--- config.mk ---
export PLATFORM = sky130hd
export DESIGN_NAME = bbfc_ctrl
export DESIGN_NICKNAME = d
export VERILOG_FILES = /design/src/hw/rtl/byte_budget_fifo_cache_top_defines.svh /design/src/hw/rtl/bbfc_pkg.sv /design/src/hw/rtl/bbfc_ctrl.sv
export SDC_FILE = /design/constraint.sdc
export NUM_CORES = 1
export LEC_CHECK = 0
export ABC_AREA = 1
export BUFFER_PORTS_ARGS = -buffer_cell sky130_fd_sc_hd__buf_2
export CAP_MARGIN = 20
export CORE_AREA = 2 2 39 41
export DETAILED_ROUTE_END_ITERATION = 10
export DIE_AREA = 0 0 41 43
export PLACE_DENSITY = 0.58
export SETUP_SLACK_MARGIN = 0.2
export SYNTH_ARGS = -nofsm -noshare
export SYNTH_HDL_FRONTEND = slang
export SYNTH_SLANG_ARGS = --single-unit
--- constraint.sdc ---
create_clock -name clk -period 1.4 [get_ports clk]
set_input_delay 0 -clock clk [delete_from_list [all_inputs] [get_ports clk]]
set_output_delay 0 -clock clk [all_outputs]
set_load 0.01 [all_outputs]
--- src/hw/rtl/byte_budget_fifo_cache_top_defines.svh ---
// Assertion macros for the byte budget FIFO cache.
// Used by the datapath; relies on signals clk and arst_n in the including module.
`ifndef BYTE_BUDGET_FIFO_CACHE_TOP_DEFINES_SVH
`define BYTE_BUDGET_FIFO_CACHE_TOP_DEFINES_SVH
// An invariant that holds at every clock edge outside reset.
`define BBFC_ASSERT_ALWAYS(lbl, cond, msg) \
	lbl: assert property (@(posedge clk) disable iff (!arst_n) (cond)) else $error(msg);
// A condition in one cycle implies another in the next cycle.
`define BBFC_ASSERT_NEXT(lbl, pre, post, msg) \
	lbl: assert property (@(posedge clk) disable iff (!arst_n) (pre) |=> (post)) else $error(msg);
`endif

--- src/hw/rtl/bbfc_pkg.sv ---
// Package of the byte budget FIFO cache: sizes, payload types, states and
// the command and status groups between controller and datapath. No dependencies.
package bbfc_pkg;
	localparam int ENTRIES = 64;
	localparam int IDX_W = $clog2(ENTRIES);
	localparam int CNT_W = $clog2(ENTRIES + 1);
	localparam logic [31:0] BUDGET_RESET = 32'd1048576;

	typedef enum logic [1:0] {
		OP_INSERT = 2'd0,
		OP_LOOKUP = 2'd1,
		OP_COUNT = 2'd2,
		OP_NONE = 2'd3
	} op_t;

	typedef struct packed {
		logic [1:0] operation;
		logic [63:0] maker_number;
		logic [63:0] program_number;
		logic [63:0] release_number;
		logic [63:0] piece_number;
		logic [31:0] shard_bytes;
	} in_item_t;

	typedef struct packed {
		logic found;
		logic stored;
		logic too_large;
		logic [5:0] slot_index;
		logic [6:0] evicted_count;
		logic [6:0] group_count;
		logic [31:0] used_bytes;
		logic [31:0] hit_total;
		logic [31:0] miss_total;
	} out_item_t;

	typedef struct packed {
		logic [63:0] maker;
		logic [63:0] software;
		logic [63:0] release_id;
		logic [63:0] piece;
	} key_t;

	typedef enum logic [2:0] {
		ST_IDLE,
		ST_SCAN,
		ST_DECIDE,
		ST_CHECK,
		ST_EV_RD,
		ST_EVICT,
		ST_WRITE,
		ST_DONE
	} state_t;

	typedef struct packed {
		logic capture;
		logic scan;
		logic hit;
		logic miss;
		logic mark_large;
		logic evict_rd;
		logic evict;
		logic write;
		logic load;
	} cmd_t;

	typedef struct packed {
		logic [1:0] op;
		logic found;
		logic too_large;
		logic fits;
		logic empty;
		logic full;
		logic scan_done;
		logic out_free;
	} status_t;
endpackage

--- src/hw/rtl/bbfc_ctrl.sv ---
// Controller state machine of the byte budget FIFO cache.
// Depends on bbfc_pkg for the state, command and status types.
module bbfc_ctrl (
	input logic clk,
	input logic arst_n,
	input logic in_valid,
	output logic in_stall,
	input bbfc_pkg::status_t status,
	output bbfc_pkg::cmd_t cmd
);
	bbfc_pkg::state_t state_q, state_d;
	logic last_q, last_d;

	always_ff @(posedge clk or negedge arst_n) begin
		if (!arst_n) begin
			state_q <= bbfc_pkg::ST_IDLE;
			last_q <= 1'b0;
		end else begin
			state_q <= state_d;
			last_q <= last_d;
		end
	end

	always_comb begin
		state_d = state_q;
		last_d = last_q;
		cmd = '0;
		in_stall = (state_q != bbfc_pkg::ST_IDLE);
		case (state_q)
			bbfc_pkg::ST_IDLE: begin
				if (in_valid) begin
					cmd.capture = 1'b1;
					last_d = 1'b0;
					state_d = bbfc_pkg::ST_SCAN;
				end
			end
			bbfc_pkg::ST_SCAN: begin
				cmd.scan = 1'b1;
				if (status.scan_done) state_d = bbfc_pkg::ST_DECIDE;
			end
			bbfc_pkg::ST_DECIDE: begin
				state_d = bbfc_pkg::ST_DONE;
				if (status.op == bbfc_pkg::OP_INSERT) begin
					if (status.found) begin
						cmd.hit = 1'b1;
					end else begin
						cmd.miss = 1'b1;
						if (status.too_large) cmd.mark_large = 1'b1;
						else state_d = bbfc_pkg::ST_CHECK;
					end
				end
			end
			bbfc_pkg::ST_CHECK: begin
				if (status.fits || status.empty) begin
					if (status.full) begin
						last_d = 1'b1;
						state_d = bbfc_pkg::ST_EV_RD;
					end else begin
						state_d = bbfc_pkg::ST_WRITE;
					end
				end else begin
					state_d = bbfc_pkg::ST_EV_RD;
				end
			end
			bbfc_pkg::ST_EV_RD: begin
				cmd.evict_rd = 1'b1;
				state_d = bbfc_pkg::ST_EVICT;
			end
			bbfc_pkg::ST_EVICT: begin
				cmd.evict = 1'b1;
				state_d = last_q ? bbfc_pkg::ST_WRITE : bbfc_pkg::ST_CHECK;
			end
			bbfc_pkg::ST_WRITE: begin
				cmd.write = 1'b1;
				state_d = bbfc_pkg::ST_DONE;
			end
			bbfc_pkg::ST_DONE: begin
				if (status.out_free) begin
					cmd.load = 1'b1;
					state_d = bbfc_pkg::ST_IDLE;
				end
			end
			default: state_d = bbfc_pkg::ST_IDLE;
		endcase
	end
endmodule

==> impl_metrics.tcl, run 1 <==
set metrics [dict create \
    path_class "flip-flop to output pin" \
    insertion_delay_ns 0.24 \
    worstMarginPinSlew_ns 0.210 \
    required_ns 1.40 \
    startpoint_type "flip-flop" \
    endpoint_kind "output pin" \
    cts_root_buf "clkbuf_4" \
    fin_worst_skew_ns 0.00804 \
    start_util_pct 26.7 \
    gp_congestion 0.839 \
    overflow 0 \
    tns_ns 0 \
    drive_gt1_share_pct 48.4 \
    worst_slack_ns 0.170 \
    die_area_sq_um 1760 \
    switching_share_pct 47.9 \
    drc_errors 0 \
    yosysWarnings 0 \
    first_global_vias 432 \
    grtUsageTotal_pct 14.5 \
    ys_types 18 \
    crit_slowest_cell "dfrtp_1" \
    cts_tree "yes" \
    path_cells "inv_2, nor2_1, nand2_2, nor4_2, buf_2" \
    area_delta_synth_final_pct 57.6 \
    drtAntennaViolNets 0 \
    synthesis.area_sq_um 369 \
    vias 492 \
    multi_input_area_sq_um 235 \
    hold_viol_final 0 \
    antenna_found_initial 0 \
    routed_wl_mm 1.08 \
    combPwrFrac_pct 66.1 \
    hold_path.class "primary input to flip-flop" \
    diodes 0 \
    die_w_microns 41 \
    finalSetupViolations 0 \
    ir_drop_uv 805 \
    layout_min_cycle_time_ns 1.23 \
    p_per_area_nw_per_um2 1930 \
    coreArea_sq_um 1380 \
    syn_nets 74 \
    fin_area_sq_um 582 \
    final_nets 105 \
    drv_slew 0 \
    synth-seq-cells 4 \
    routedWlPerCell_microns 10.1 \
    total_power_mw 1.12 \
    seq_power_share_pct 20.4 \
    clock_path_buffers 2 \
    rsz0062_at_grt "yes" \
    worstPathArrival_ns 1.23 \
    row_count 14 \
    synth_area_per_cell_sq_um 5.95 \
    critPathTopFamily "flip-flops" \
    synth-seq-area-share_pct 27.1 \
    power.switching_mw 0.539 \
    path_buf_inv 2 \
    vias_per_cell 4.60 \
    seq_area_sq_um 103 \
    dr.first_iter.drc_count 6 \
    numClockSinks 4 \
    pwr-share-clk_pct 13.5 \
    p_leak_nw 0.334 \
    slew_headroom_pct 85.9 \
    die_h_microns 43 \
    grt_pass1_wl_mm 1.72 \
    hpwlAfterDp_microns 808 \
    drv_cap 0 \
    fmax_mhz 813 \
    critPathMaxStageDelay_ns 0.38 \
    io_buffer_count 21 \
    place_ws_ns 0.238 \
    path_max_fanout 5 \
    io_pins 22 \
    status "completed" \
    n_fill_cell 151 \
    hold_ws_ns 0.0154 \
    period_share_pct 87.9 \
    synthCells 62 \
    numCtsBuffers 3 \
    cts_max_level 1 \
    clkSlewWorstSetupHoldPaths_ns 0.04 \
    intPower_mw 0.586 \
    dpl-instance-area_sq_um 483 \
    drtPass1Iterations 4 \
    grt_max_degree 7 \
]
## cells by family (layout without fill, tap and decap cells)
group,after synthesis,in the layout,share of synthesized area (%)
and+or+nand+nor,40,40,49.8
buffers and inverters,14,43,16.3
AOI/OAI and AO/OA,4,4,6.78
DFF,4,4,27.1
## path summary, 6_finish.rpt
check                      depth (start not counted)                endpoint                   start  slack (ns)
min in group asynchronous                          2      last_q$_DFFE_PN0P_                  arst_n        0.10
setup / recovery                                   5                  cmd[6]  state_q[1]$_DFFE_PN0P_        0.17
setup reg to reg                                   9      last_q$_DFFE_PN0P_  state_q[0]$_DFFE_PN0P_        0.19
hold / removal                                     3  state_q[2]$_DFFE_PN0P_               status[5]        0.02
hold reg to reg                                    2      last_q$_DFFE_PN0P_      last_q$_DFFE_PN0P_        0.49
max in group asynchronous                          2  state_q[0]$_DFFE_PN0P_                  arst_n        1.15
## power groups by stage
stage | registers [mW] | clock network (mW) | logic, mW
finish | 0.230 | 0.151 | 0.743
CTS | 0.222 | 0.160 | 0.700
global placement | 0.252 | 0 | 0.555
global route | 0.231 | 0.171 | 0.838
floorplan | 0.218 | 0 | 0.457
detailed placement | 0.254 | 0 | 0.554
## state kept, by name, summed over array words and instances, names as in the netlist
signal,cells
state_q,3
last_q,1
## placed cells by master (no fill, tap or decap)
| cell | instances |
|---|---|
| nor3b_2 | 1 |
| buf_2 | 21 |
| or2_2 | 1 |
| nor3_2 | 3 |
| dlygate4sd3_1 | 1 |
| dfrtp_1 | 2 |
| clkinv_1 | 1 |
| inv_2 | 2 |
| nand3_1 | 6 |
| nand2_1 | 12 |
| nor4_2 | 1 |
| nor3_1 | 1 |
| buf_4 | 5 |
| dfrtp_2 | 2 |
| a21boi_1 | 1 |
| inv_1 | 10 |
| clkbuf_4 | 3 |
| nor2_2 | 2 |
| o21ai_1 | 2 |
| nand2_2 | 3 |
| nor2_1 | 10 |
| o21bai_1 | 1 |
## stage by stage
stage | std cells | util [%]
after floorplan | 62 | -
after global placement | 98 | 34.9
after detailed placement | 98 | 34.9
after CTS | 107 | 40.1
after global routing | 107 | 42.0
final | 107 | 42.0
## worst register-to-register path, stage by stage (launching register included)
cell and delay (ns):
dfrtp_2 0.42, buf_4 0.16, nand2_2 0.12, clkinv_1 0.10
nand2_1 0.06, nand2_1 0.05, inv_1 0.07, nand2_1 0.05
nand2_1 0.05, nand2_1 0.05
## synthesized netlist by cell type
cell	count	area share, %
nand2_1	14	14
inv_1	10	10
nor2_1	10	10
nand3_1	6	8.1
dfrtp_1	4	27
nor3_1	3	4.1
inv_2	2	2.0
nor2_2	2	3.4
o21ai_1	2	2.7
a21boi_1	1	2.0
buf_6	1	3.1
clkinv_1	1	1.0
nand2_2	1	1.7
nor3_2	1	2.7
nor3b_1	1	2.0
nor4_1	1	1.7
o21bai_1	1	2.0
or2_2	1	1.7
## routing by layer
metal,GRT usage [%],routed length (microns)
met2,23.1,547
met5,0,0
met4,4.00,0
met1,16.7,458
met3,6.28,71
## cell type report
type | count | area share (%)
clock buffer | 3 | 3.87
multi-input combinational | 44 | 40.4
inverter | 13 | 8.39
tap | 16 | 3.44
sequential | 4 | 17.6
timing repair buffer | 27 | 26.2
## timing repair
item,CTS,global route
gates resized for setup,2,6
endpoints found under the hold margin,4,0
setup buffers,5,0
hold buffers,1,0
endpoints found under the setup margin,3,10
Power figures use the tool's default switching activity.
==> run 2: changes to the inputs <==
--- a/config.mk
+++ b/config.mk
@@ -11,6 +11,7 @@
 export CORE_AREA = 2 2 39 41
 export DETAILED_ROUTE_END_ITERATION = 10
 export DIE_AREA = 0 0 41 43
+export HOLD_SLACK_MARGIN = 0.02
 export PLACE_DENSITY = 0.58
 export SETUP_SLACK_MARGIN = 0.2
 export SYNTH_ARGS = -nofsm -noshare
==> run 2 against run 1 <==
- sequential share of layout area decreased by 1.1 points
- clock skew decreased by 0.00080 ns
- first-iteration DRC count increased by 50%
- clock power about the same
- non-clock buffer count increased by 2
- via count decreased by 2.4%
==> impl_metrics.tcl, run 2 (same netlist as run 1, synthesis figures left out) <==
set metrics [dict create \
    grtUsageTotal_pct 14.2 \
    combPwrFrac_pct 68.1 \
    cts_tree "yes" \
    io_buffer_count 21 \
    area_delta_synth_final_pct 68.1 \
    fmax_mhz 834 \
    grt_pass1_wl_mm 1.68 \
    drc_errors 0 \
    intPower_mw 0.629 \
    hpwlAfterDp_microns 808 \
    total_power_mw 1.23 \
    power.switching_mw 0.597 \
    clkSlewWorstSetupHoldPaths_ns 0.04 \
    tns_ns 0 \
    drive_gt1_share_pct 50.5 \
    finalSetupViolations 0 \
    drtPass1Iterations 4 \
    seq_power_share_pct 19.5 \
    ir_drop_uv 877 \
    row_count 14 \
    drtAntennaViolNets 0 \
    fin_worst_skew_ns 0.00724 \
    overflow 0 \
    fin_area_sq_um 621 \
    required_ns 1.53 \
    grt_max_degree 7 \
    period_share_pct 85.6 \
    worstMarginPinSlew_ns 0.188 \
    vias_per_cell 4.40 \
    path_class "flip-flop to flip-flop" \
    slew_headroom_pct 87.3 \
    final_core_util_pct 44.8 \
    worst-r2r-setup-slack_ns 0.20 \
    layout_common_cells "21 x buf_2, 12 x nand2_1, 9 x inv_1, 9 x nor2_1" \
    gp_congestion 0.839 \
    switching_share_pct 48.7 \
    status "completed" \
    drv_cap 0 \
    hold_path.class "primary input to flip-flop" \
    final_nets 107 \
    final_common_cell "buf_2" \
    antenna_found_initial 0 \
    die_h_microns 43 \
    routed_wl_mm 1.16 \
    p_per_area_nw_per_um2 1970 \
    numClockSinks 4 \
    startpoint_type "flip-flop" \
    dpl-instance-area_sq_um 483 \
    layout_min_cycle_time_ns 1.20 \
    pwr-share-clk_pct 12.3 \
    diodes 0 \
    place_ws_ns 0.238 \
    top_regs "state_q: 3 flops, last_q: 1 flops" \
    p_leak_nw 0.348 \
    regMostFlops "state_q" \
    path_max_fanout 5 \
    cts_max_level 1 \
    vias 480 \
    die_w_microns 41 \
    largest_register_ffs 3 \
    drv_slew 0 \
    cts_root_buf "clkbuf_4" \
    coreArea_sq_um 1380 \
    worst_slack_ns 0.201 \
    io_pins 22 \
    rsz0062_at_grt "yes" \
    dr.first_iter.drc_count 9 \
    first_global_vias 425 \
    hold_viol_final 0 \
    worstPathArrival_ns 1.33 \
    insertion_delay_ns 0.24 \
    die_area_sq_um 1760 \
    start_util_pct 26.7 \
    clock_path_buffers 2 \
    endpoint_kind "flip-flop" \
    numCtsBuffers 3 \
    routedWlPerCell_microns 10.6 \
]
run 2: stage by stage:
step	hold slack, ns	std cells
after floorplan	-0.296	62
after global placement	-0.186	98
after detailed placement	-0.182	98
after CTS	0.0767	108
after global routing	0.0973	109
final	0.0827	109
run 2: critical path, stage by stage (launching register included):
cell and delay [ns]:
dfrtp_2 0.43, buf_4 0.17, nand2_4 0.09, clkinv_1 0.09, nand2_1 0.06, nand2_1 0.05
inv_1 0.06, nand2_1 0.05, nand2_1 0.05, nand2_1 0.05
run 2: what timing repair did:
action	CTS	global route
hold buffers	2	0
pin swaps	0	0
buffers inserted	5	1
gates resized for setup	2	12
setup endpoints to repair	3	10
hold endpoints to repair	5	0
run 2: final timing paths:
kind / startpoint / endpoint / cells after the start
min in group asynchronous: arst_n / last_q$_DFFE_PN0P_ / 2
setup reg to reg: state_q[0]$_DFFE_PN0P_ / last_q$_DFFE_PN0P_ / 9
hold reg to reg: last_q$_DFFE_PN0P_ / last_q$_DFFE_PN0P_ / 2
max in group asynchronous: arst_n / state_q[0]$_DFFE_PN0P_ / 2
hold / removal: status[0] / state_q[2]$_DFFE_PN0P_ / 4
setup / recovery: state_q[0]$_DFFE_PN0P_ / last_q$_DFFE_PN0P_ / 9
run 2: final cells by class:
| cell class | instances | area, sq um |
|---|---|---|
| fillers | 144 | 763 |
| multi-input cells | 44 | 253 |
| repair buffers | 29 | 174 |
| flip-flops and latches | 4 | 103 |
| inverters | 13 | 48.8 |
| clock buffers | 3 | 22.5 |
| well taps | 16 | 20.0 |
run 2: routing by layer:
| metal | wire length [microns] | GRT usage, % | up-vias |
|---|---|---|---|
| met5 | 0 | 0 | - |
| met4 | 0 | 4.00 | 0 |
| met3 | 55 | 6.28 | 0 |
| met2 | 617 | 22.2 | 11 |
| met1 | 482 | 16.7 | 215 |
| li1 | - | - | 254 |
run 2: power groups by stage:
stage	Clock [mW]	Sequential, mW	Combinational, mW
2_1_floorplan	0	0.218	0.457
3_3_place_gp	0	0.252	0.555
3_5_place_dp	0	0.254	0.554
4_1_cts	0.160	0.222	0.702
5_1_grt	0.171	0.244	0.931
6_report	0.151	0.239	0.835
==> run 3: changes to the inputs <==
==> constraint.sdc (replaced) <==
create_clock -name clk -period 1.4 [get_ports clk]
set_input_delay 0.28 -clock clk [delete_from_list [all_inputs] [get_ports clk]]
set_output_delay 0.28 -clock clk [all_outputs]
set_load 0.01 [all_outputs]
==> run 3 against run 2 <==
- the run now ends with negative setup slack left
- sequential share of layout area down 1.5 points
- power up 14%
- routed wire length up 0.87%
- critical path depth down 4
- largest power group unchanged
==> impl_metrics.tcl, run 3 (same netlist as run 1, synthesis figures left out) <==
set metrics [dict create \
    clkSlewWorstSetupHoldPaths_ns 0.04 \
    numClockSinks 4 \
    fmax_mhz 685 \
    drive_gt1_share_pct 56.7 \
    clock_path_buffers 2 \
    worst_slack_ns -0.0603 \
    slew_headroom_pct 87.8 \
    grtUsageTotal_pct 15.6 \
    hold_viol_final 0 \
    n_fill_cell 155 \
    drtPass1Iterations 4 \
    ir_drop_uv 1000 \
    status "finished with violations" \
    total_power_mw 1.39 \
    rsz0062_at_grt "yes" \
    first_global_vias 459 \
    intPower_mw 0.750 \
    die_area_sq_um 1760 \
    p_leak_nw 0.376 \
    layout_common_cells "19 x buf_2, 11 x nand2_1, 9 x nor2_1, 9 x buf_4, 8 x inv_1" \
    worstMarginPinSlew_ns 0.182 \
    startpoint_type "flip-flop" \
    hpwlAfterDp_microns 788 \
    drv_slew 0 \
    cts_max_level 1 \
    layout_min_cycle_time_ns 1.46 \
    grt_pass1_wl_mm 1.77 \
    routedWlPerCell_microns 10.3 \
    combPwrFrac_pct 72.8 \
    drv_cap 0 \
    die_w_microns 41 \
    dr.first_iter.drc_count 2 \
    insertion_delay_ns 0.23 \
    power.switching_mw 0.643 \
    violations "negative setup slack" \
    period_share_pct 104 \
    die_h_microns 43 \
    vias 500 \
    final_nets 111 \
    area_delta_synth_final_pct 82.4 \
    final_core_util_pct 48.6 \
    cts_root_buf "clkbuf_4" \
    path_cells "buf_6, nor2_4, nand2_2, nor2_1, buf_2" \
    required_ns 1.12 \
    grt_max_degree 10 \
    path_max_fanout 3 \
    start_util_pct 26.7 \
    io_buffer_count 21 \
    overflow 0 \
    worstPathArrival_ns 1.18 \
    finalSetupViolations 6 \
    crit_slowest_cell "dfrtp_1" \
    drc_errors 0 \
    gp_congestion 0.732 \
    cts_tree "yes" \
    switching_share_pct 46.1 \
    endpoint_kind "output pin" \
    p_per_area_nw_per_um2 2070 \
    diodes 0 \
    largest_register_ffs 3 \
    row_count 14 \
    hold_path.class "primary input to flip-flop" \
    io_pins 22 \
    vias_per_cell 4.42 \
    coreArea_sq_um 1380 \
    numCtsBuffers 3 \
    antenna_found_initial 0 \
    critPathMaxStageDelay_ns 0.39 \
    routed_wl_mm 1.17 \
    fin_worst_skew_ns 0.00131 \
    pwr-share-clk_pct 10.3 \
    drtAntennaViolNets 0 \
    final_common_cell "buf_2" \
    top_regs "state_q: 3 flops, last_q: 1 flops" \
    seq_power_share_pct 17.0 \
    regMostFlops "state_q" \
    path_class "flip-flop to output pin" \
]
-- run 3: path summary, 6_finish.rpt --
kind,from,endpoint,slack [ns],cells after the start
hold / removal,status[5],state_q[2]$_DFFE_PN0P_,0.32,3
max in group asynchronous,arst_n,state_q[0]$_DFFE_PN0P_,0.89,2
min in group asynchronous,arst_n,state_q[2]$_DFFE_PN0P_,0.38,2
setup / recovery,state_q[1]$_DFFE_PN0P_,cmd[8],-0.06,5
hold reg to reg,last_q$_DFFE_PN0P_,last_q$_DFFE_PN0P_,0.47,2
setup reg to reg,state_q[1]$_DFFE_PN0P_,last_q$_DFFE_PN0P_,0.20,8
-- run 3: layout make-up --
cell class | instances | area, sq um | area share [%]
multi-input cells | 44 | 260 | 38.7
repair buffers | 33 | 218 | 32.3
clock buffers | 3 | 22.5 | 3.35
flip-flops and latches | 4 | 101 | 15.1
inverters | 13 | 51.3 | 7.62
well taps | 16 | 20.0 | 2.97
-- run 3: critical path: cells and delay by family (launching register included) --
family | cells | cell delay, ns
AND/OR/NAND/NOR | 3 | 0.29
flip-flops | 1 | 0.39
buffers and inverters | 2 | 0.27
-- run 3: repair_timing --
item / in CTS / in global routing
hold buffers: 1 / 0
gates cloned: 0 / 0
hold endpoints to repair: 4 / 0
setup endpoints to repair: 11 / 12
setup buffers: 4 / 6
gates resized for setup: 10 / 9
pin swaps: 2 / 5
-- run 3: power by group through the flow --
stage | clock (mW) | combinational (mW) | sequential [mW]
2_1_floorplan | 0 | 0.463 | 0.218
3_5_place_dp | 0 | 0.602 | 0.241
3_3_place_gp | 0 | 0.595 | 0.235
5_1_grt | 0.160 | 1.11 | 0.245
6_report | 0.143 | 1.01 | 0.237
4_1_cts | 0.144 | 0.793 | 0.231
-- run 3: through the flow --
stage                     setup slack [ns]  std cells  TNS [ns]  hold WS [ns]  cell area (sq um)
after floorplan                      0.203         62         0       -0.0156                380
after global placement               0.137         99         0        0.0867                502
after detailed placement            0.0896         99         0        0.0878                502
after CTS                          -0.0527        107    -0.247         0.326                602
after global routing                -0.138        113    -0.801         0.347                673
final                              -0.0603        113    -0.288         0.324                673
-- run 3: routing by layer --
layer	global-route usage, %	wire length [microns]
met5	0	0
met4	10.0	0
met3	4.71	30
met2	25.3	677
met1	16.3	457
